## src/rtl/pdsd_pkg.sv

```systemverilog
// Package for the presence dwell and swipe detector.
// Payload types, register indexes and reset values; no dependencies.
package pdsd_pkg;

   localparam int SAMPLE_W = 7;
   localparam int TIME_W   = 32;
   localparam int DWELL_W  = 16;
   localparam int COUNT_W  = 16;
   localparam int CSR_IDX_W  = 2;
   localparam int CSR_DATA_W = 16;

   // register indexes on the csr channel
   localparam logic [CSR_IDX_W-1:0] CSR_PRESENCE_THRESHOLD = 2'd0;
   localparam logic [CSR_IDX_W-1:0] CSR_SWIPE_THRESHOLD    = 2'd1;
   localparam logic [CSR_IDX_W-1:0] CSR_HYSTERESIS_OFFSET  = 2'd2;
   localparam logic [CSR_IDX_W-1:0] CSR_DWELL_TIME_MS      = 2'd3;

   localparam logic [SAMPLE_W-1:0] PRESENCE_THRESHOLD_RST = 7'd15;
   localparam logic [SAMPLE_W-1:0] SWIPE_THRESHOLD_RST    = 7'd15;
   localparam logic [SAMPLE_W-1:0] HYSTERESIS_OFFSET_RST  = 7'd5;
   localparam logic [DWELL_W-1:0]  DWELL_TIME_MS_RST      = 16'd2000;

   localparam logic [COUNT_W-1:0]  COUNT_MAX = {COUNT_W{1'b1}};

   typedef struct packed {
      logic [SAMPLE_W-1:0] presence_sample;
      logic [SAMPLE_W-1:0] swipe_sample;
      logic [TIME_W-1:0]   time_ms;
   } req_type;

   typedef struct packed {
      logic               user_active;
      logic [COUNT_W-1:0] swipe_count;
      logic               entered_event;
      logic               exited_event;
      logic               swipe_event;
   } rsp_type;

endpackage

```

## src/rtl/pdsd_if.sv

```systemverilog
// Channel interfaces of the presence dwell and swipe detector.
// Depends on pdsd_pkg for field widths.
interface pdsd_req_if;
   logic                               valid;
   logic                               ready;
   logic [pdsd_pkg::SAMPLE_W-1:0]      presence_sample;
   logic [pdsd_pkg::SAMPLE_W-1:0]      swipe_sample;
   logic [pdsd_pkg::TIME_W-1:0]        time_ms;

   modport source (output valid, presence_sample, swipe_sample, time_ms, input ready);
   modport sink   (input valid, presence_sample, swipe_sample, time_ms, output ready);
endinterface

interface pdsd_rsp_if;
   logic                               valid;
   logic                               ready;
   logic                               user_active;
   logic [pdsd_pkg::COUNT_W-1:0]       swipe_count;
   logic                               entered_event;
   logic                               exited_event;
   logic                               swipe_event;

   modport source (output valid, user_active, swipe_count, entered_event, exited_event,
                   swipe_event, input ready);
   modport sink   (input valid, user_active, swipe_count, entered_event, exited_event,
                   swipe_event, output ready);
endinterface

interface pdsd_csr_if;
   logic                               valid;
   logic                               ready;
   logic [pdsd_pkg::CSR_IDX_W-1:0]     index;
   logic [pdsd_pkg::CSR_DATA_W-1:0]    data;

   modport source (output valid, index, data, input ready);
   modport sink   (input valid, index, data, output ready);
endinterface

```

## src/rtl/presence_dwell_and_swipe_detector.sv

```systemverilog
// Presence dwell and swipe detector, top level.
// Depends on pdsd_pkg and the channel interfaces in pdsd_if.sv.
//
// req_ch carries one beat per sensor sample: presence, swipe and a ms timestamp.
// rsp_ch returns exactly one beat per request beat, in order: the session flag,
// the swipe count and the entered / exited / swipe events caused by that sample.
// csr_ch writes the four registers (presence threshold, swipe threshold,
// hysteresis offset, dwell time) by index; it is always ready, and writes are
// expected only while no sample is in flight.
//
// A request beat lands in an input register; the detector state then updates from it
// and the result is loaded into the output register, which drives rsp_ch. One beat
// per cycle is taken in steady state while rsp_ch does not stall: the state update
// is a single pass of compare logic plus a 32-bit elapsed-time subtract and compare.
// When rsp_ch stalls, the output and input registers hold; req_ch.ready drops
// only when both are full, so one more beat is taken behind a stalled result.
// Reset (synchronous) clears the session, dwell timer, swipe state and counter,
// restores the register defaults and empties both pipeline registers.
module presence_dwell_and_swipe_detector (
   input  logic clock,
   input  logic reset,
   pdsd_req_if.sink   req_ch,
   pdsd_rsp_if.source rsp_ch,
   pdsd_csr_if.sink   csr_ch
);

   logic [pdsd_pkg::SAMPLE_W-1:0] presence_threshold_ff;
   logic [pdsd_pkg::SAMPLE_W-1:0] swipe_threshold_ff;
   logic [pdsd_pkg::SAMPLE_W-1:0] hysteresis_offset_ff;
   logic [pdsd_pkg::DWELL_W-1:0]  dwell_time_ms_ff;

   logic                          active_ff, active_in;
   logic                          dwell_running_ff, dwell_running_in;
   logic [pdsd_pkg::TIME_W-1:0]   dwell_start_ff, dwell_start_in;
   logic                          swipe_high_ff, swipe_high_in;
   logic [pdsd_pkg::COUNT_W-1:0]  counter_ff, counter_in;

   logic                          stage_valid_ff;
   pdsd_pkg::req_type             stage_ff;
   logic                          rsp_valid_ff;
   pdsd_pkg::rsp_type             rsp_ff, rsp_in;

   logic                          advance;
   logic                          take;

   assign advance = stage_valid_ff && (!rsp_valid_ff || rsp_ch.ready);
   assign take    = req_ch.valid && req_ch.ready;
   assign req_ch.ready = !stage_valid_ff || advance;
   assign csr_ch.ready = 1'b1;

   assign rsp_ch.valid         = rsp_valid_ff;
   assign rsp_ch.user_active   = rsp_ff.user_active;
   assign rsp_ch.swipe_count   = rsp_ff.swipe_count;
   assign rsp_ch.entered_event = rsp_ff.entered_event;
   assign rsp_ch.exited_event  = rsp_ff.exited_event;
   assign rsp_ch.swipe_event   = rsp_ff.swipe_event;

   // configuration registers
   always_ff @(posedge clock) begin
      if (reset) begin
         presence_threshold_ff <= pdsd_pkg::PRESENCE_THRESHOLD_RST;
         swipe_threshold_ff    <= pdsd_pkg::SWIPE_THRESHOLD_RST;
         hysteresis_offset_ff  <= pdsd_pkg::HYSTERESIS_OFFSET_RST;
         dwell_time_ms_ff      <= pdsd_pkg::DWELL_TIME_MS_RST;
      end else if (csr_ch.valid) begin
         unique case (csr_ch.index)
            pdsd_pkg::CSR_PRESENCE_THRESHOLD:
               presence_threshold_ff <= csr_ch.data[pdsd_pkg::SAMPLE_W-1:0];
            pdsd_pkg::CSR_SWIPE_THRESHOLD:
               swipe_threshold_ff <= csr_ch.data[pdsd_pkg::SAMPLE_W-1:0];
            pdsd_pkg::CSR_HYSTERESIS_OFFSET:
               hysteresis_offset_ff <= csr_ch.data[pdsd_pkg::SAMPLE_W-1:0];
            pdsd_pkg::CSR_DWELL_TIME_MS:
               dwell_time_ms_ff <= csr_ch.data[pdsd_pkg::DWELL_W-1:0];
            default: ;
         endcase
      end
   end

   // detector update for the sample in the input register
   always_comb begin
      logic signed [pdsd_pkg::SAMPLE_W:0] pres_low;
      logic signed [pdsd_pkg::SAMPLE_W:0] swp_low;
      logic signed [pdsd_pkg::SAMPLE_W:0] pres_s;
      logic signed [pdsd_pkg::SAMPLE_W:0] swp_s;
      logic [pdsd_pkg::TIME_W-1:0]        elapsed;
      logic                               expired;
      logic                               pres_high;
      logic                               entered;
      logic                               exited;
      logic                               swiped;

      // falling levels may go negative; one extra bit keeps them signed
      pres_low = $signed({1'b0, presence_threshold_ff}) - $signed({1'b0, hysteresis_offset_ff});
      swp_low  = $signed({1'b0, swipe_threshold_ff}) - $signed({1'b0, hysteresis_offset_ff});
      pres_s   = $signed({1'b0, stage_ff.presence_sample});
      swp_s    = $signed({1'b0, stage_ff.swipe_sample});
      elapsed  = stage_ff.time_ms - dwell_start_ff;
      expired  = elapsed >= {{(pdsd_pkg::TIME_W-pdsd_pkg::DWELL_W){1'b0}}, dwell_time_ms_ff};
      pres_high = stage_ff.presence_sample > presence_threshold_ff;

      active_in        = active_ff;
      dwell_running_in = dwell_running_ff;
      dwell_start_in   = dwell_start_ff;
      swipe_high_in    = swipe_high_ff;
      counter_in       = counter_ff;
      entered          = 1'b0;
      exited           = 1'b0;
      swiped           = 1'b0;

      if (pres_high && !active_ff) begin
         if (!dwell_running_ff) begin
            dwell_running_in = 1'b1;
            dwell_start_in   = stage_ff.time_ms;
         end else if (expired) begin
            active_in        = 1'b1;
            dwell_running_in = 1'b0;
            counter_in       = '0;
            entered          = 1'b1;
         end
      end

      // a high sample never reaches this arm, so it sees the old session state
      if (pres_s < pres_low) begin
         if (active_ff) begin
            active_in = 1'b0;
            exited    = 1'b1;
         end else if (dwell_running_ff && expired) begin
            dwell_running_in = 1'b0;
         end
      end

      // arm and complete cannot both happen on one sample
      if (active_in) begin
         if (!swipe_high_ff && stage_ff.swipe_sample > swipe_threshold_ff) begin
            swipe_high_in = 1'b1;
         end
         if (swipe_high_ff && swp_s < swp_low) begin
            swipe_high_in = 1'b0;
            swiped        = 1'b1;
            if (counter_in != pdsd_pkg::COUNT_MAX) begin
               counter_in = counter_in + 1'b1;
            end
         end
      end

      rsp_in.user_active   = active_in;
      rsp_in.swipe_count   = counter_in;
      rsp_in.entered_event = entered;
      rsp_in.exited_event  = exited;
      rsp_in.swipe_event   = swiped;
   end

   always_ff @(posedge clock) begin
      if (reset) begin
         active_ff        <= 1'b0;
         dwell_running_ff <= 1'b0;
         dwell_start_ff   <= '0;
         swipe_high_ff    <= 1'b0;
         counter_ff       <= '0;
         stage_valid_ff   <= 1'b0;
         rsp_valid_ff     <= 1'b0;
      end else begin
         if (advance) begin
            active_ff        <= active_in;
            dwell_running_ff <= dwell_running_in;
            dwell_start_ff   <= dwell_start_in;
            swipe_high_ff    <= swipe_high_in;
            counter_ff       <= counter_in;
         end
         if (req_ch.ready) begin
            stage_valid_ff <= take;
         end
         if (advance) begin
            rsp_valid_ff <= 1'b1;
         end else if (rsp_ch.ready) begin
            rsp_valid_ff <= 1'b0;
         end
      end
   end

   // payload registers
   always_ff @(posedge clock) begin
      if (take) begin
         stage_ff.presence_sample <= req_ch.presence_sample;
         stage_ff.swipe_sample    <= req_ch.swipe_sample;
         stage_ff.time_ms         <= req_ch.time_ms;
      end
      if (advance) begin
         rsp_ff <= rsp_in;
      end
   end

endmodule
```

## src/flat_wrapper.sv

```systemverilog
// flat-port wrapper written by rule: the top's interface ports become plain ports
module presence_dwell_and_swipe_detector_flat 
  (clock, reset, req_ch_valid, req_ch_presence_sample, req_ch_swipe_sample, req_ch_time_ms, req_ch_ready, rsp_ch_valid, rsp_ch_user_active, rsp_ch_swipe_count, rsp_ch_entered_event, rsp_ch_exited_event, rsp_ch_swipe_event, rsp_ch_ready, csr_ch_valid, csr_ch_index, csr_ch_data, csr_ch_ready);
  pdsd_req_if req_ch_i ();
  pdsd_rsp_if rsp_ch_i ();
  pdsd_csr_if csr_ch_i ();
  input  logic clock;
  input  logic reset;
  input wire logic [$bits(req_ch_i.valid)-1:0] req_ch_valid;
  input wire logic [$bits(req_ch_i.presence_sample)-1:0] req_ch_presence_sample;
  input wire logic [$bits(req_ch_i.swipe_sample)-1:0] req_ch_swipe_sample;
  input wire logic [$bits(req_ch_i.time_ms)-1:0] req_ch_time_ms;
  output wire logic [$bits(req_ch_i.ready)-1:0] req_ch_ready;
  output wire logic [$bits(rsp_ch_i.valid)-1:0] rsp_ch_valid;
  output wire logic [$bits(rsp_ch_i.user_active)-1:0] rsp_ch_user_active;
  output wire logic [$bits(rsp_ch_i.swipe_count)-1:0] rsp_ch_swipe_count;
  output wire logic [$bits(rsp_ch_i.entered_event)-1:0] rsp_ch_entered_event;
  output wire logic [$bits(rsp_ch_i.exited_event)-1:0] rsp_ch_exited_event;
  output wire logic [$bits(rsp_ch_i.swipe_event)-1:0] rsp_ch_swipe_event;
  input wire logic [$bits(rsp_ch_i.ready)-1:0] rsp_ch_ready;
  input wire logic [$bits(csr_ch_i.valid)-1:0] csr_ch_valid;
  input wire logic [$bits(csr_ch_i.index)-1:0] csr_ch_index;
  input wire logic [$bits(csr_ch_i.data)-1:0] csr_ch_data;
  output wire logic [$bits(csr_ch_i.ready)-1:0] csr_ch_ready;
  assign req_ch_i.valid = req_ch_valid;
  assign req_ch_i.presence_sample = req_ch_presence_sample;
  assign req_ch_i.swipe_sample = req_ch_swipe_sample;
  assign req_ch_i.time_ms = req_ch_time_ms;
  assign req_ch_ready = req_ch_i.ready;
  assign rsp_ch_valid = rsp_ch_i.valid;
  assign rsp_ch_user_active = rsp_ch_i.user_active;
  assign rsp_ch_swipe_count = rsp_ch_i.swipe_count;
  assign rsp_ch_entered_event = rsp_ch_i.entered_event;
  assign rsp_ch_exited_event = rsp_ch_i.exited_event;
  assign rsp_ch_swipe_event = rsp_ch_i.swipe_event;
  assign rsp_ch_i.ready = rsp_ch_ready;
  assign csr_ch_i.valid = csr_ch_valid;
  assign csr_ch_i.index = csr_ch_index;
  assign csr_ch_i.data = csr_ch_data;
  assign csr_ch_ready = csr_ch_i.ready;
  presence_dwell_and_swipe_detector u_core (.clock(clock), .reset(reset), .req_ch(req_ch_i), .rsp_ch(rsp_ch_i), .csr_ch(csr_ch_i));
endmodule
```

## config.mk

```make
export PLATFORM = sky130hd
export DESIGN_NAME = presence_dwell_and_swipe_detector_flat
export DESIGN_NICKNAME = d
export VERILOG_FILES = /design/src/rtl/pdsd_pkg.sv /design/src/rtl/pdsd_if.sv /design/src/rtl/presence_dwell_and_swipe_detector.sv /design/src/flat_wrapper.sv
export SDC_FILE = /design/constraint.sdc
export NUM_CORES = 1
export LEC_CHECK = 0
export BUFFER_PORTS_ARGS = -buffer_cell sky130_fd_sc_hd__buf_2
export CORE_MARGIN = 4
export CORE_UTILIZATION = 60
export CTS_CLUSTER_SIZE = 14
export DETAILED_ROUTE_END_ITERATION = 8
export HOLD_SLACK_MARGIN = 0.05
export PLACE_DENSITY = 0.81
export SYNTH_ARGS = -nofsm -noshare
export SYNTH_HDL_FRONTEND = slang
export SYNTH_SLANG_ARGS = --single-unit
```

## constraint.sdc

```tcl
create_clock -name clock -period 7.5 [get_ports clock]
set_input_delay 1.5 -clock clock [delete_from_list [all_inputs] [get_ports clock]]
set_output_delay 1.5 -clock clock [all_outputs]
set_load 0.03 [all_outputs]
```

* Yosys cells after proc, flatten, opt, wreduce, memory -nomap -nowiden
Cells that the tools add are included.
** Storage, ports and cells
- Latch bits :: 0
- Bits in read-only memories :: 0
- Flip-flop bits (word level) :: 156
- Output and inout port bits :: 23
- Memories kept :: 0
- Logic and storage cells :: 79
- Input bits :: 69
- RAM bits :: 0
** Cells by class
- Reductions and logical operators :: 22
- Div/mod/pow operators :: 0
- Shift operators :: 0
- $mul :: 0
- Magnitude comparators :: 5
- Eq/ne operators :: 4
- Mux-type cells :: 24
- Bitwise gates (word level) :: 1
- $add $sub $neg :: 4
** Operator list (number)
- 16-bit two-way mux :: 6
- 32-bit by 16-bit >= comparator with 1-bit output :: 1
- 32-bit subtractor :: 1
- 1-bit two-way mux :: 18
- 16-bit by 1-bit adder with 16-bit output (second input constant) :: 1
- 8-bit less-than comparator :: 2
- 16-bit != test (second input constant) :: 1
- 7-bit by 7-bit subtractor with 8-bit output :: 2
- 7-bit > comparator :: 2
- 2-bit AND reduction :: 5
- 1-bit logical AND :: 6
- 3-bit AND reduction :: 2
- 2-bit equality test (second input constant) :: 2
- 1-bit logical NOT :: 4
- 2-bit nonzero test :: 2
- 2-bit by 1-bit equality test with 1-bit output (second input constant) :: 1
- 2-bit logical NOT :: 1
- 1-bit logical OR :: 2
- 1-bit NOT :: 1

* Longest topological paths before layout
Gate-level depths: netlist of run 1.
- Depth in word-level cells :: 9
- Mapped depth :: 30
- Mapped depth without buffers :: 29

* Worst setup path after synthesis of run 1
No wires, ideal clock.
- Path kind :: reg2reg
- Start point :: register u_core.stage_ff[0] in the netlist's numbering
- End point :: register u_core.rsp_ff, in the netlist u_core.rsp_ch.swipe_count[1], data pin
- Setup time :: 0.256 ns
- Arrival time :: 5.195 ns
- Period minus slack after synthesis :: 5.451 ns
- Required time :: 7.244 ns
- Stages on the path, launching flop included :: 31
- Buffers on the path :: 1
- Slack :: 2.049 ns
- Path through :: edfxtp_1 inv_1 ha_1 fa_1 nand2b_1 a21oi_1 o21ai_0 nand2_1 a21oi_1 o21bai_1 xnor2_1 ha_1 nand4_1 inv_1 a221oi_1 o221ai_1 nor3_1 o211ai_1 nor4_2 a31o_2 buf_2 and2_1 ha_1 nand4_1 nor2_1 nand2_1 nor2_1 a21oi_1 nand2_1 o21ai_1 a22o_1
** On the way
- Word-level cells in the longest chain between the ends :: 9
- Elaborated cells between the ends (all ways) :: 15
- Those cells by class :: add/sub: 2; order compare: 1; eq/ne: 1; mux: 11
** RTL lines
- start: declaration :: RTL line presence_dwell_and_swipe_detector.sv:39 : pdsd_pkg::req_type stage_ff;
- 32-bit subtractor (*) :: RTL line presence_dwell_and_swipe_detector.sv:98 : elapsed = stage_ff.time_ms - dwell_start_ff;
- 32-bit by 16-bit >= comparator with 1-bit output (*) :: RTL line presence_dwell_and_swipe_detector.sv:99 : expired = elapsed >= {{(pdsd_pkg::TIME_W-pdsd_pkg::DWELL_W){1'b0}}, dwell_time_ms_ff};
- 16-bit two-way mux :: RTL line presence_dwell_and_swipe_detector.sv:115 : end else if (expired) begin
- 16-bit two-way mux :: RTL line presence_dwell_and_swipe_detector.sv:112 : if (!dwell_running_ff) begin
- 16-bit two-way mux :: RTL line presence_dwell_and_swipe_detector.sv:111 : if (pres_high && !active_ff) begin
- 16-bit by 1-bit adder with 16-bit output or 16-bit != test (tied branches) :: RTL line presence_dwell_and_swipe_detector.sv:142, presence_dwell_and_swipe_detector.sv:141
- 16-bit two-way mux :: RTL line presence_dwell_and_swipe_detector.sv:141 : if (counter_in != pdsd_pkg::COUNT_MAX) begin
- 16-bit two-way mux :: RTL line presence_dwell_and_swipe_detector.sv:138 : if (swipe_high_ff && swp_s < swp_low) begin
- 16-bit two-way mux (*) :: RTL line presence_dwell_and_swipe_detector.sv:134 : if (active_in) begin
- named net u_core.counter_in, one bit :: RTL line presence_dwell_and_swipe_detector.sv:36 : logic [pdsd_pkg::COUNT_W-1:0] counter_ff, counter_in;
- end signal: assignment :: RTL line presence_dwell_and_swipe_detector.sv:190 : rsp_ff <= rsp_in;
- end: declaration :: RTL line presence_dwell_and_swipe_detector.sv:41 : pdsd_pkg::rsp_type rsp_ff, rsp_in;
Mark *: on every way through the listed nets, which the timed path passes. The rest lies on a longest branch.
A chain may end at the register's enable or synchronous reset.

* Final worst setup path of run 1
Ends and elaborated chain as after synthesis.

==> results of run 1 <==
-- through the flow --
step	power (W)	worst slack, ns	hold WS [ns]	cells
floorplan	0.00126	2.05	0.436	1102
global placement	0.00135	1.27	0.441	1364
detailed placement	0.00136	1.09	0.446	1364
CTS	0.00221	0.970	0.454	1396
global route	0.00230	0.331	0.471	1396
finish	0.00221	0.883	0.451	1396
-- cells in the mapped netlist (all sizes together), types with 16 or more instances --
cell type	instances
a21oi	114
clkbuf	35
dfxtp	90
edfxtp	66
ha	88
inv	94
nand2	173
nand2b	19
nand3	38
nand4	17
nor2	57
o211ai	24
o21a	20
o21ai	54
or3	16
xnor2	19
-- area by class of cell --
| cell class | count | area, um2 | share of cell area [%] |
|---|---|---|---|
| multi-input combinational | 808 | 5190 | 48.7 |
| sequential | 156 | 3780 | 35.5 |
| timing repair buffer | 94 | 480 | 4.51 |
| clock buffer | 21 | 460 | 4.32 |
| inverter | 95 | 357 | 3.35 |
| tap | 211 | 264 | 2.48 |
| clock inverter | 11 | 120 | 1.13 |
-- power by group --
| part | switching [W] | internal, W |
|---|---|---|
| registers | 0.0000194 | 0.000924 |
| clock network | 0.000348 | 0.000505 |
| logic | 0.000251 | 0.000158 |
| total | 0.000618 | 0.00159 |
-- critical path, delay by kind of cell, from the launching register on --
family                     cells  cell delay [ns]
adders and majority gates      4             1.03
DFF                            1             0.34
xor gates and xnor gates       1             0.14
buffers and inverters          2             0.09
and+or+nand+nor               11             2.29
AOI/OAI and AO/OA             11             2.50
-- state kept, by name (all words and copies together) (netlist names) --
signal and flops:
u_core.rsp_ch.entered_event 1, u_core.stage_ff 46, u_core.active_ff 1, u_core.rsp_ch.valid 1, u_core.rsp_ch.swipe_count 16, u_core.rsp_ch.user_active 1
u_core.rsp_ch.swipe_event 1, u_core.stage_valid_ff 1, u_core.presence_threshold_ff 7, u_core.swipe_threshold_ff 7, u_core.swipe_high_ff 1, u_core.hysteresis_offset_ff 7
u_core.dwell_time_ms_ff 16, u_core.dwell_start_ff 32, u_core.counter_ff 16, u_core.rsp_ch.exited_event 1, u_core.dwell_running_ff 1
-- cells by family (layout without fill, tap and decap cells) --
logic type	count (synthesis)	after routing	synth area share (%)
xor gates and xnor gates	34	34	3.13
DFF	156	156	39.8
adders and majority gates	91	91	12.2
AOI/OAI and AO/OA	289	289	19.2
buffers and inverters	138	221	5.65
other	1	1	0.0395
muxes	8	8	0.856
and+or+nand+nor	385	385	19.1
-- per-layer routing --
| metal | GRT usage [%] | part of all wire (%) |
|---|---|---|
| met3 | 4.76 | 6.2 |
| met5 | 0 | 0 |
| met4 | 7.83 | 1.8 |
| met1 | 33.9 | 46 |
| met2 | 38.7 | 45 |
-- worst max-delay path by stage --
| stage | cells after the start | end | start |
|---|---|---|---|
| floorplan | 30 | u_core.rsp_ch.swipe_count[1]$_DFFE_PP_ | u_core.stage_ff[0]$_DFFE_PP_ |
| global placement | 29 | u_core.rsp_ch.swipe_count[1]$_DFFE_PP_ | u_core.stage_ff[0]$_DFFE_PP_ |
| detailed placement | 29 | u_core.rsp_ch.swipe_count[1]$_DFFE_PP_ | u_core.stage_ff[0]$_DFFE_PP_ |
| CTS | 29 | u_core.rsp_ch.swipe_count[1]$_DFFE_PP_ | u_core.stage_ff[0]$_DFFE_PP_ |
| global route | 29 | u_core.rsp_ch.swipe_count[1]$_DFFE_PP_ | u_core.stage_ff[0]$_DFFE_PP_ |
| finish | 29 | u_core.rsp_ch.swipe_count[1]$_DFFE_PP_ | u_core.stage_ff[0]$_DFFE_PP_ |
-- placed cells by master, fill, tap and decap left out, types with 17 or more instances in the layout --
cell / n
ha_1: 88
nand2b_1: 19
nand2_1: 172
nand3_1: 38
buf_2: 90
dfxtp_1: 90
clkbuf_16: 17
nor2_1: 57
xnor2_1: 19
inv_1: 93
o21ai_0: 52
o21a_1: 20
a21oi_1: 112
edfxtp_1: 66
o211ai_1: 24
nand4_1: 17
==> metrics.md, run 1 <==
| Metric | Value |
|---|---|
| IO Count | `92` |
| Syn Area/Cell | `8.62 um2` |
| WS Path Type | `reg -> reg` |
| CP max FO | `22` |
| PwrDens | `207 nW/um2` |
| Detailed Route WL | `21800 um` |
| Largest cells by area after synthesis | `edfxtp_1 (21%), dfxtp_1 (19%), ha_1 (12%), nand2_1 (6.8%), a21oi_1 (5.9%)` |
| Reg2Reg Launch Point | `u_core.stage_ff[0]$_DFFE_PP_` |
| GPL Wtd Cong | `0.968` |
| CTS sink cnt | `156` |
| First-pass GRT wire length | `35800 um` |
| Cell accounting for the most synthesized area | `edfxtp_1` |
| FP Rows | `45` |
| Die W | `134 um` |
| Final Setup Violations | `0` |
| Worst relative slew slack | `15.9%` |
| GRT Util Overall | `24.4%` |
| Startpoint Class | `register` |
| Placed Area | `10100 um2` |
| Reg2Reg Depth | `29` |
| Syn nets | `1262` |
| Full die area | `17900 um2` |
| Hold Path Origin | `u_core.hysteresis_offset_ff[6]$_SDFFE_PP0P_` |
| Design area | `10700 um2` |
| Final ANT Viol Nets | `0` |
| R2r setup slk | `0.88 ns` |
| Residual DRC | `0` |
| Synthesized instance count | `1102` |
| Crit end category | `register` |
| Post-CTS Setup Bufs | `0` |
| Setup TNS | `0 ns` |
| Die Span Y | `134 um` |
| Slew Limit Fails | `0` |
| Area grow syn2layout | `12.1%` |
| CTS clk-pin slew, worst paths | `0.06 ns` |
| DPL Wire Length | `15500 um` |
| Initial drt markers | `738` |
| Max-cap viol count | `0` |
| RSZ-0062 raised after global routing | `false` |
| Unique cell type count in the Yosys netlist | `72` |
| Nets | `1332` |
| Hold Path End | `u_core.hysteresis_offset_ff[6]$_SDFFE_PP0P_` |
| Core area | `15400 um2` |
| Crit path required time | `7.69 ns` |
| Hold Fails Final Rpt | `0` |
| Via density | `5.79` |
| Largest net degree at the start of global routing | `73` |
| CTS Hold Bufs | `0` |
| Crit path DAT | `6.80 ns` |
| Worst-margin pin slew | `1.26 ns` |
| PortBufs | `90` |
| Sequential area share after synthesis | `39.8%` |
| EDFF count, synth | `66` |
| Status | `completed` |
| FMAX | `151 MHz` |
| Pre-antenna DRT Iters | `8` |
| Mapped Area | `9500 um2` |
| Share of cells above drive strength 1 | `12.4%` |
| FILL cells | `1249` |
| CTS Buf Count | `17` |
| Post-cts resize count | `0` |
| Number of vias in the routed layout | `8080` |
| Starting Density | `61.8%` |
| Ant diodes | `0` |
| Root buf cell | `clkbuf_16` |
| #FFs+latches synth | `156` |
| DR WL/cell | `15.6 um` |
| FF-to-FF End | `u_core.rsp_ch.swipe_count[1]$_DFFE_PP_` |
| Top cell type's share of synthesized area | `20.9%` |
| Clock Skew | `0.0181 ns` |
| Clock Path Buffers | `2` |
| Maximum VDD drop | `0.170 mV` |
| Final Core Density | `69.3%` |
| CTS tree | `done` |
| Worst hold stages | `2` |
| Async SR Flop Fraction | `0%` |
| Yosys warns | `0` |
| Clock Latency Late Sink | `0.44 ns` |
| Initial antenna violation count | `0` |
| Leak Pwr | `4.16 nW` |
| H-tree depth | `4` |
| Fin crit share | `88.2%` |
| Worst min-delay path class | `reg -> reg` |
| Vias in the first global route | `7431` |
| Top_reg_cell synth | `dfxtp_1` |
| Minimum clock period | `6.62 ns` |
| Worst stage delay on the critical path | `0.52 ns` |
| Worst path slowest cell | `a31o_2` |
| GRT overflow | `0` |
Note: power is estimated with default switching activity, not from simulation.
==> run 2: changes to the inputs <==
--- a/config.mk
+++ b/config.mk
@@ -5,12 +5,14 @@
 export SDC_FILE = /design/constraint.sdc
 export NUM_CORES = 1
 export LEC_CHECK = 0
-export BUFFER_PORTS_ARGS = -buffer_cell sky130_fd_sc_hd__buf_2
+export ABC_AREA = 1
+export BUFFER_PORTS_ARGS = -buffer_cell sky130_fd_sc_hd__buf_4
 export CORE_MARGIN = 4
 export CORE_UTILIZATION = 60
 export CTS_CLUSTER_SIZE = 14
 export DETAILED_ROUTE_END_ITERATION = 8
 export HOLD_SLACK_MARGIN = 0.05
+export MAX_ROUTING_LAYER = met4
 export PLACE_DENSITY = 0.81
 export SYNTH_ARGS = -nofsm -noshare
 export SYNTH_HDL_FRONTEND = slang
==> metrics.md, run 2 <==
| Metric | Value |
|---|---|
| Async SR Flop Fraction | `0% (unchanged)` |
| Design area | `11300 um2 (was 10700 um2)` |
| Startpoint Class | `register (unchanged)` |
| FMAX | `192 MHz (was 151 MHz)` |
| Minimum clock period | `5.20 ns (was 6.62 ns)` |
| Reg2Reg Launch Point | `u_core.stage_ff[2]$_DFFE_PP_ (was u_core.stage_ff[0]$_DFFE_PP_)` |
| Hold Path Origin | `u_core.dwell_start_ff[22]$_SDFFE_PP0P_ (was u_core.hysteresis_offset_ff[6]$_SDFFE_PP0P_)` |
| Commonest non-fill, non-tap cell in the layout | `nand2_1 (unchanged)` |
| DR WL/cell | `13.5 um (was 15.6 um)` |
| Unique cell type count in the Yosys netlist | `43 (was 72)` |
| Status | `completed (unchanged)` |
| Post-CTS Setup Bufs | `0 (unchanged)` |
| FP Rows | `46 (was 45)` |
| Syn nets | `1501 (was 1262)` |
| GR peak layer | `met2 (unchanged)` |
| Synth top cells by count | `nand2_1 (347), inv_1 (258), a21oi_1 (117), dfxtp_1 (90), ha_1 (88) (was nand2_1 (172), a21oi_1 (112), inv_1 (93), dfxtp_1 (90), ha_1 (88))` |
| DPL Wire Length | `16800 um (was 15500 um)` |
| Met3 Use GR | `5.00% (was 4.76%)` |
| Largest net degree at the start of global routing | `72 (was 73)` |
| Slew Limit Fails | `0 (unchanged)` |
| Via density | `5.15 (was 5.79)` |
| Clock Skew | `0.00725 ns (was 0.0181 ns)` |
| PwrDens | `210 nW/um2 (was 207 nW/um2)` |
| Die W | `136 um (was 134 um)` |
| Share of cells above drive strength 1 | `11.1% (was 12.4%)` |
| RSZ-0062 raised after global routing | `false (unchanged)` |
| Leak Pwr | `5.60 nW (was 4.16 nW)` |
| H-tree depth | `4 (unchanged)` |
| Detailed Route WL | `22300 um (was 21800 um)` |
| Syn Area/Cell | `7.33 um2 (was 8.62 um2)` |
| Nets | `1591 (was 1332)` |
| Initial drt markers | `482 (was 738)` |
| Synthesized instance count | `1341 (was 1102)` |
| Top-count cell post-synth | `nand2_1 (unchanged)` |
| Met1 usage | `29.6% (was 33.9%)` |
| Worst min-delay path class | `reg -> reg (unchanged)` |
| Residual DRC | `0 (unchanged)` |
| Worst-margin pin slew | `1.11 ns (was 1.26 ns)` |
| Pre-antenna DRT Iters | `5 (was 8)` |
| Core area | `16000 um2 (was 15400 um2)` |
| Hold Fails Final Rpt | `0 (unchanged)` |
| Final Setup Violations | `0 (unchanged)` |
| Worst path slowest cell | `o21bai_4 (was a31o_2)` |
| CTS Hold Bufs | `0 (unchanged)` |
| Hold slack | `0.456 ns (was 0.451 ns)` |
| #FFs+latches synth | `156 (unchanged)` |
| CTS clk-pin slew, worst paths | `0.06 ns (about the same)` |
| Setup TNS | `0 ns (unchanged)` |
| CTS sink cnt | `156 (unchanged)` |
| Grt met2 use | `45.3% (was 38.7%)` |
| GPL Wtd Cong | `0.971 (was 0.968)` |
| GRT Util Overall | `25.5% (was 24.4%)` |
| Final Worst Setup Slack | `2.30 ns (was 0.883 ns)` |
| Post-cts resize count | `0 (unchanged)` |
| Starting Density | `61.5% (was 61.8%)` |
| Sequential area share after synthesis | `38.5% (was 39.8%)` |
| EDFF count, synth | `66 (unchanged)` |
| Full die area | `18500 um2 (was 17900 um2)` |
| Initial antenna violation count | `0 (unchanged)` |
| First-pass GRT wire length | `36800 um (was 35800 um)` |
| Largest register FFs | `46 (unchanged)` |
| CTS Buf Count | `17 (unchanged)` |
| Max-cap viol count | `0 (unchanged)` |
| Number of vias in the routed layout | `8557 (was 8080)` |
| CTS tree | `done (unchanged)` |
| Maximum VDD drop | `0.192 mV (was 0.170 mV)` |
| Root buf cell | `clkbuf_16 (unchanged)` |
| GRT overflow | `0 (unchanged)` |
| Crit path DAT | `5.38 ns (was 6.80 ns)` |
| Crit path required time | `7.68 ns (was 7.69 ns)` |
| Power, Total | `0.00237 W (was 0.00221 W)` |
| Clock Latency Late Sink | `0.42 ns (was 0.44 ns)` |
| Die Span Y | `136 um (was 134 um)` |
| Biggest regs | `u_core.stage_ff (46), u_core.dwell_start_ff (32) (unchanged)` |
| Top cell type's share of synthesized area | `20.2% (was 20.9%)` |
| PortBufs | `90 (unchanged)` |
| Placement Setup Slack | `2.35 ns (was 1.09 ns)` |
| Crit path launch | `u_core.stage_ff[2]$_DFFE_PP_ (was u_core.stage_ff[0]$_DFFE_PP_)` |
| Crit end category | `register (unchanged)` |
| Vias in the first global route | `8191 (was 7431)` |
| WS Path Type | `reg -> reg (unchanged)` |
| Cell accounting for the most synthesized area | `edfxtp_1 (unchanged)` |
| Yosys warns | `0 (unchanged)` |
| Worst stage delay on the critical path | `0.44 ns (was 0.52 ns)` |
| Ant diodes | `0 (unchanged)` |
| IO Count | `92 (unchanged)` |
| Area grow syn2layout | `14.9% (was 12.1%)` |
| Clock Path Buffers | `2 (unchanged)` |
| CP max FO | `19 (was 22)` |
| Worst relative slew slack | `25.6% (was 15.9%)` |
| Mapped Area | `9830 um2 (was 9500 um2)` |
| Fin crit share | `69.3% (was 88.2%)` |
| Most used cell, CP | `nand2_1` |
| Final ANT Viol Nets | `0 (unchanged)` |
| Placed Area | `10700 um2 (was 10100 um2)` |
| Top_reg_cell synth | `dfxtp_1 (unchanged)` |
| Largest register by flop count | `u_core.stage_ff (unchanged)` |
| Largest cells by area after synthesis | `edfxtp_1 (20%), dfxtp_1 (18%), nand2_1 (13%), ha_1 (11%), inv_1 (9.8%) (was edfxtp_1 (21%), dfxtp_1 (19%), ha_1 (12%), nand2_1 (6.8%), a21oi_1 (5.9%))` |
| Commonest non-fill, non-tap cells in the layout | `nand2_1 (347), inv_1 (257), a21oi_1 (117) (was nand2_1 (172), a21oi_1 (112), inv_1 (93))` |
-- run 2: cell count changes after synthesis, sizes merged, moves of 14 or more --
cell and delta:
o211ai -14, o21a -19, inv +171, a31oi -14, nand2b -19, clkbuf -15
nand3 +21, nor2 +39, o21ai +31, or3 -15, nand2 +181
-- run 2: power breakdown --
| part | leakage, nW | total, W | internal [W] | switching [W] |
|---|---|---|---|---|
| Combinational | 3.93 | 0.000567 | 0.000214 | 0.000353 |
| Sequential | 1.38 | 0.000965 | 0.000941 | 0.0000243 |
| Clock | 0.289 | 0.000842 | 0.000500 | 0.000342 |
-- run 2: routing by layer --
layer	share of wire, %	wire length, um
met1	44	9880
met2	50	11200
met3	3.8	855
met4	1.7	382
met5	0	0
-- run 2: stage by stage --
step                cells  util [%]
global route         1660      70.6
floorplan            1341         -
global placement     1628      67.0
CTS                  1660      70.6
detailed placement   1628      67.0
finish               1660      70.6
-- run 2: kinds of logic after synthesis --
kind of cell	after synthesis	share of synthesized area [%]
AOI/OAI and AO/OA	225	12.2
xor gates and xnor gates	25	2.23
adders and majority gates	91	11.8
buffers and inverters	292	11.3
DFF	156	38.5
other	1	0.0381
and+or+nand+nor	551	23.9
-- run 2: final timing paths --
path	end	slack, ns	cells after the start
setup / recovery	u_core.rsp_ch.swipe_count[2]$_DFFE_PP_	2.30	32
hold / removal	u_core.dwell_start_ff[22]$_SDFFE_PP0P_	0.46	2
setup reg to reg	u_core.rsp_ch.swipe_count[2]$_DFFE_PP_	2.30	32
hold reg to reg	u_core.dwell_start_ff[22]$_SDFFE_PP0P_	0.46	2
-- run 2: layout make-up --
cell class	count	area [um2]
multi-input combinational	893	4940
fill	1407	4700
sequential	156	3780
inverter	268	1010
timing repair buffer	95	713
clock buffer	25	538
tap	216	270
clock inverter	7	48.8
-- run 2: critical path, delay by kind of cell (launching register included) --
family                     cells  cell delay [ns]
and+or+nand+nor               21             2.23
adders and majority gates      3             0.94
AOI/OAI and AO/OA              4             0.92
DFF                            1             0.41
buffers and inverters          3             0.29
xor gates and xnor gates       1             0.16
==> run 3: changes to the inputs <==
==> constraint.sdc (replaced) <==
create_clock -name clock -period 4.9 [get_ports clock]
set_input_delay 0.98 -clock clock [delete_from_list [all_inputs] [get_ports clock]]
set_output_delay 0.98 -clock clock [all_outputs]
set_load 0.03 [all_outputs]
==> metrics.md, run 3 (synthesis gave the netlist of run 2 again) <==
| Metric | Value |
|---|---|
| Largest register by flop count | `u_core.stage_ff (unchanged)` |
| Final ANT Viol Nets | `0 (unchanged)` |
| Full die area | `18500 um2 (unchanged)` |
| Crit path DAT | `4.86 ns (was 5.38 ns)` |
| Max-cap viol count | `0 (unchanged)` |
| PwrDens | `332 nW/um2 (was 210 nW/um2)` |
| CTS clk-pin slew, worst paths | `0.06 ns (about the same)` |
| CTS tree | `done (unchanged)` |
| Worst relative slew slack | `23.4% (was 25.6%)` |
| H-tree depth | `4 (unchanged)` |
| Minimum clock period | `4.54 ns (was 5.20 ns)` |
| Starting Density | `61.5% (unchanged)` |
| Pre-antenna DRT Iters | `5 (unchanged)` |
| Initial drt markers | `589 (was 482)` |
| Reg2Reg Launch Point | `u_core.stage_ff[10]$_DFFE_PP_ (was u_core.stage_ff[2]$_DFFE_PP_)` |
| Crit path launch | `u_core.stage_ff[10]$_DFFE_PP_ (was u_core.stage_ff[2]$_DFFE_PP_)` |
| Hold Fails Final Rpt | `0 (unchanged)` |
| Nets | `1595 (was 1591)` |
| Core area | `16000 um2 (unchanged)` |
| FF-to-FF End | `u_core.counter_ff[1]$_SDFFE_PP0P_ (was u_core.rsp_ch.swipe_count[2]$_DFFE_PP_)` |
| Status | `completed (unchanged)` |
| Most used cell, CP | `nand2_1 (unchanged)` |
| Commonest non-fill, non-tap cells in the layout | `nand2_1 (345), inv_1 (257), a21oi_1 (116) (was nand2_1 (347), inv_1 (257), a21oi_1 (117))` |
| Clock network fraction of total power | `38.0% (was 35.5%)` |
| Maximum VDD drop | `0.283 mV (was 0.192 mV)` |
| Reg2Reg Depth | `32 (unchanged)` |
| Crit. path cell count | `32 (unchanged)` |
| Clock Path Buffers | `2 (unchanged)` |
| Slew Limit Fails | `0 (unchanged)` |
| Comb pwr share | `23.4% (was 23.9%)` |
| Placed Area | `10700 um2 (about the same)` |
| Residual DRC | `0 (unchanged)` |
| Leak Pwr | `5.64 nW (was 5.60 nW)` |
| GPL Wtd Cong | `0.954 (was 0.971)` |
| Worst-margin pin slew | `1.15 ns (was 1.11 ns)` |
| GRT Util Overall | `26.1% (was 25.5%)` |
| Power, Total | `0.00383 W (was 0.00237 W)` |
| Root buf cell | `clkbuf_16 (unchanged)` |
| IO Count | `92 (unchanged)` |
| FP Rows | `46 (unchanged)` |
| Initial antenna violation count | `0 (unchanged)` |
| Psw | `0.00114 W (was 0.000719 W)` |
| Largest register FFs | `46 (unchanged)` |
| Via density | `5.23 (was 5.15)` |
| Crit path to | `u_core.counter_ff[1]$_SDFFE_PP0P_ (was u_core.rsp_ch.swipe_count[2]$_DFFE_PP_)` |
| CTS Buf Count | `17 (unchanged)` |
| Fin crit share | `92.6% (was 69.3%)` |
| Switching share of power | `29.7% (was 30.3%)` |
| GRT overflow | `0 (unchanged)` |
| CTS sink cnt | `156 (unchanged)` |
| DR WL/cell | `13.7 um (was 13.5 um)` |
| Crit path max-delay family | `simple AND/OR/NAND/NOR gates (unchanged)` |
| Design area | `11500 um2 (was 11300 um2)` |
| Startpoint Class | `register (unchanged)` |
| Worst min-delay path class | `reg -> reg (unchanged)` |
| Hold slack | `0.455 ns (was 0.456 ns)` |
| WS Path Type | `reg -> reg (unchanged)` |
| PortBufs | `90 (unchanged)` |
| Crit path required time | `5.22 ns (was 7.68 ns)` |
| Placed cells | `1630 (was 1628)` |
| Share of cells above drive strength 1 | `13.3% (was 11.1%)` |
| CTS Hold Bufs | `0 (unchanged)` |
| Crit end category | `register (unchanged)` |
| Layout Cells excl Fill | `1664 (was 1660)` |
| Clock Skew | `0.00861 ns (was 0.00725 ns)` |
| Detailed Route WL | `22800 um (was 22300 um)` |
| Final Setup Violations | `0 (unchanged)` |
| Part of the power in registers | `38.6% (was 40.7%)` |
| Largest net degree at the start of global routing | `65 (was 72)` |
| Ant diodes | `0 (unchanged)` |
| Clock Latency Late Sink | `0.43 ns (was 0.42 ns)` |
| Number of vias in the routed layout | `8695 (was 8557)` |
| Area grow syn2layout | `17.3% (was 14.9%)` |
| Vias in the first global route | `8299 (was 8191)` |
| Commonest non-fill, non-tap cell in the layout | `nand2_1 (unchanged)` |
| First-pass GRT wire length | `37800 um (was 36800 um)` |
| R2r setup slk | `0.36 ns (was 2.30 ns)` |
| Worst stage delay on the critical path | `0.41 ns (was 0.44 ns)` |
| FMAX | `220 MHz (was 192 MHz)` |
| DPL Wire Length | `16500 um (was 16800 um)` |
| CP max FO | `12 (was 19)` |
| Int Pwr | `0.00269 W (was 0.00166 W)` |
| Crit path buffers/inverters | `4 (was 3)` |
| Worst path slowest cell | `edfxtp_1 (was o21bai_4)` |
| Die Span Y | `136 um (unchanged)` |
| Die W | `136 um (unchanged)` |
| Biggest regs | `u_core.stage_ff (46), u_core.dwell_start_ff (32) (unchanged)` |
run 3: power groups by stage:
| stage | clock, W | combinational, W | sequential [W] |
|---|---|---|---|
| after floorplan | 0 | 0.000614 | 0.00151 |
| after global placement | 0 | 0.000834 | 0.00150 |
| after detailed placement | 0 | 0.000857 | 0.00150 |
| after CTS | 0.00147 | 0.000870 | 0.00148 |
| after global routing | 0.00153 | 0.00103 | 0.00149 |
| final | 0.00145 | 0.000897 | 0.00148 |
run 3: layer usage:
layer / track usage (%) / vias to the layer above / wire length [um]
li1: - / 4473 / -
met1: 31.6 / 3961 / 9880
met2: 45.0 / 215 / 11300
met3: 4.18 / 46 / 1100
met4: 7.67 / 0 / 522
met5: - / - / 0
run 3: final cells by class:
class | instances | area (um2)
Sequential cell | 156 | 3780
Multi-Input combinational cell | 893 | 5090
Clock buffer | 18 | 429
Tap cell | 216 | 270
Clock inverter | 14 | 216
Inverter | 268 | 1010
Timing Repair Buffer | 99 | 743
Fill cell | 1316 | 4460
run 3: per-stage QoR:
| stage | setup TNS (ns) | setup slack (ns) | util (%) |
|---|---|---|---|
| floorplan | 0 | 0.424 | - |
| global placement | 0 | 0.246 | 67.0 |
| detailed placement | 0 | 0.148 | 67.0 |
| CTS | 0 | 0.0917 | 71.1 |
| global route | -0.0697 | -0.0312 | 72.1 |
| finish | 0 | 0.362 | 72.1 |
run 3: worst min path at each step:
| stage | cells after the start | to | slack, ns | startpoint |
|---|---|---|---|---|
| 2_1_floorplan | 2 | u_core.dwell_start_ff[10]$_SDFFE_PP0P_ | 0.43 | u_core.dwell_start_ff[10]$_SDFFE_PP0P_ |
| 3_3_place_gp | 2 | u_core.dwell_start_ff[12]$_SDFFE_PP0P_ | 0.44 | u_core.dwell_start_ff[12]$_SDFFE_PP0P_ |
| 3_5_place_dp | 2 | u_core.dwell_start_ff[4]$_SDFFE_PP0P_ | 0.45 | u_core.dwell_start_ff[4]$_SDFFE_PP0P_ |
| 4_1_cts | 2 | u_core.dwell_start_ff[3]$_SDFFE_PP0P_ | 0.46 | u_core.dwell_start_ff[3]$_SDFFE_PP0P_ |
| 5_1_grt | 2 | u_core.dwell_start_ff[19]$_SDFFE_PP0P_ | 0.48 | u_core.dwell_start_ff[19]$_SDFFE_PP0P_ |
| 6_report | 2 | u_core.dwell_start_ff[14]$_SDFFE_PP0P_ | 0.46 | u_core.dwell_start_ff[14]$_SDFFE_PP0P_ |
run 3: tightest hold or removal path, cell delays in order (launching register included):
cell and delay, ns:
dfxtp_1 0.29, inv_1 0.06, a21oi_1 0.05
run 3: repair_timing:
| item | in CTS | in global routing |
|---|---|---|
| resized for setup | 0 | 32 |
| endpoints found under the hold margin | 0 | 0 |
| setup endpoints to repair | 0 | 32 |
| setup buffers | 0 | 2 |
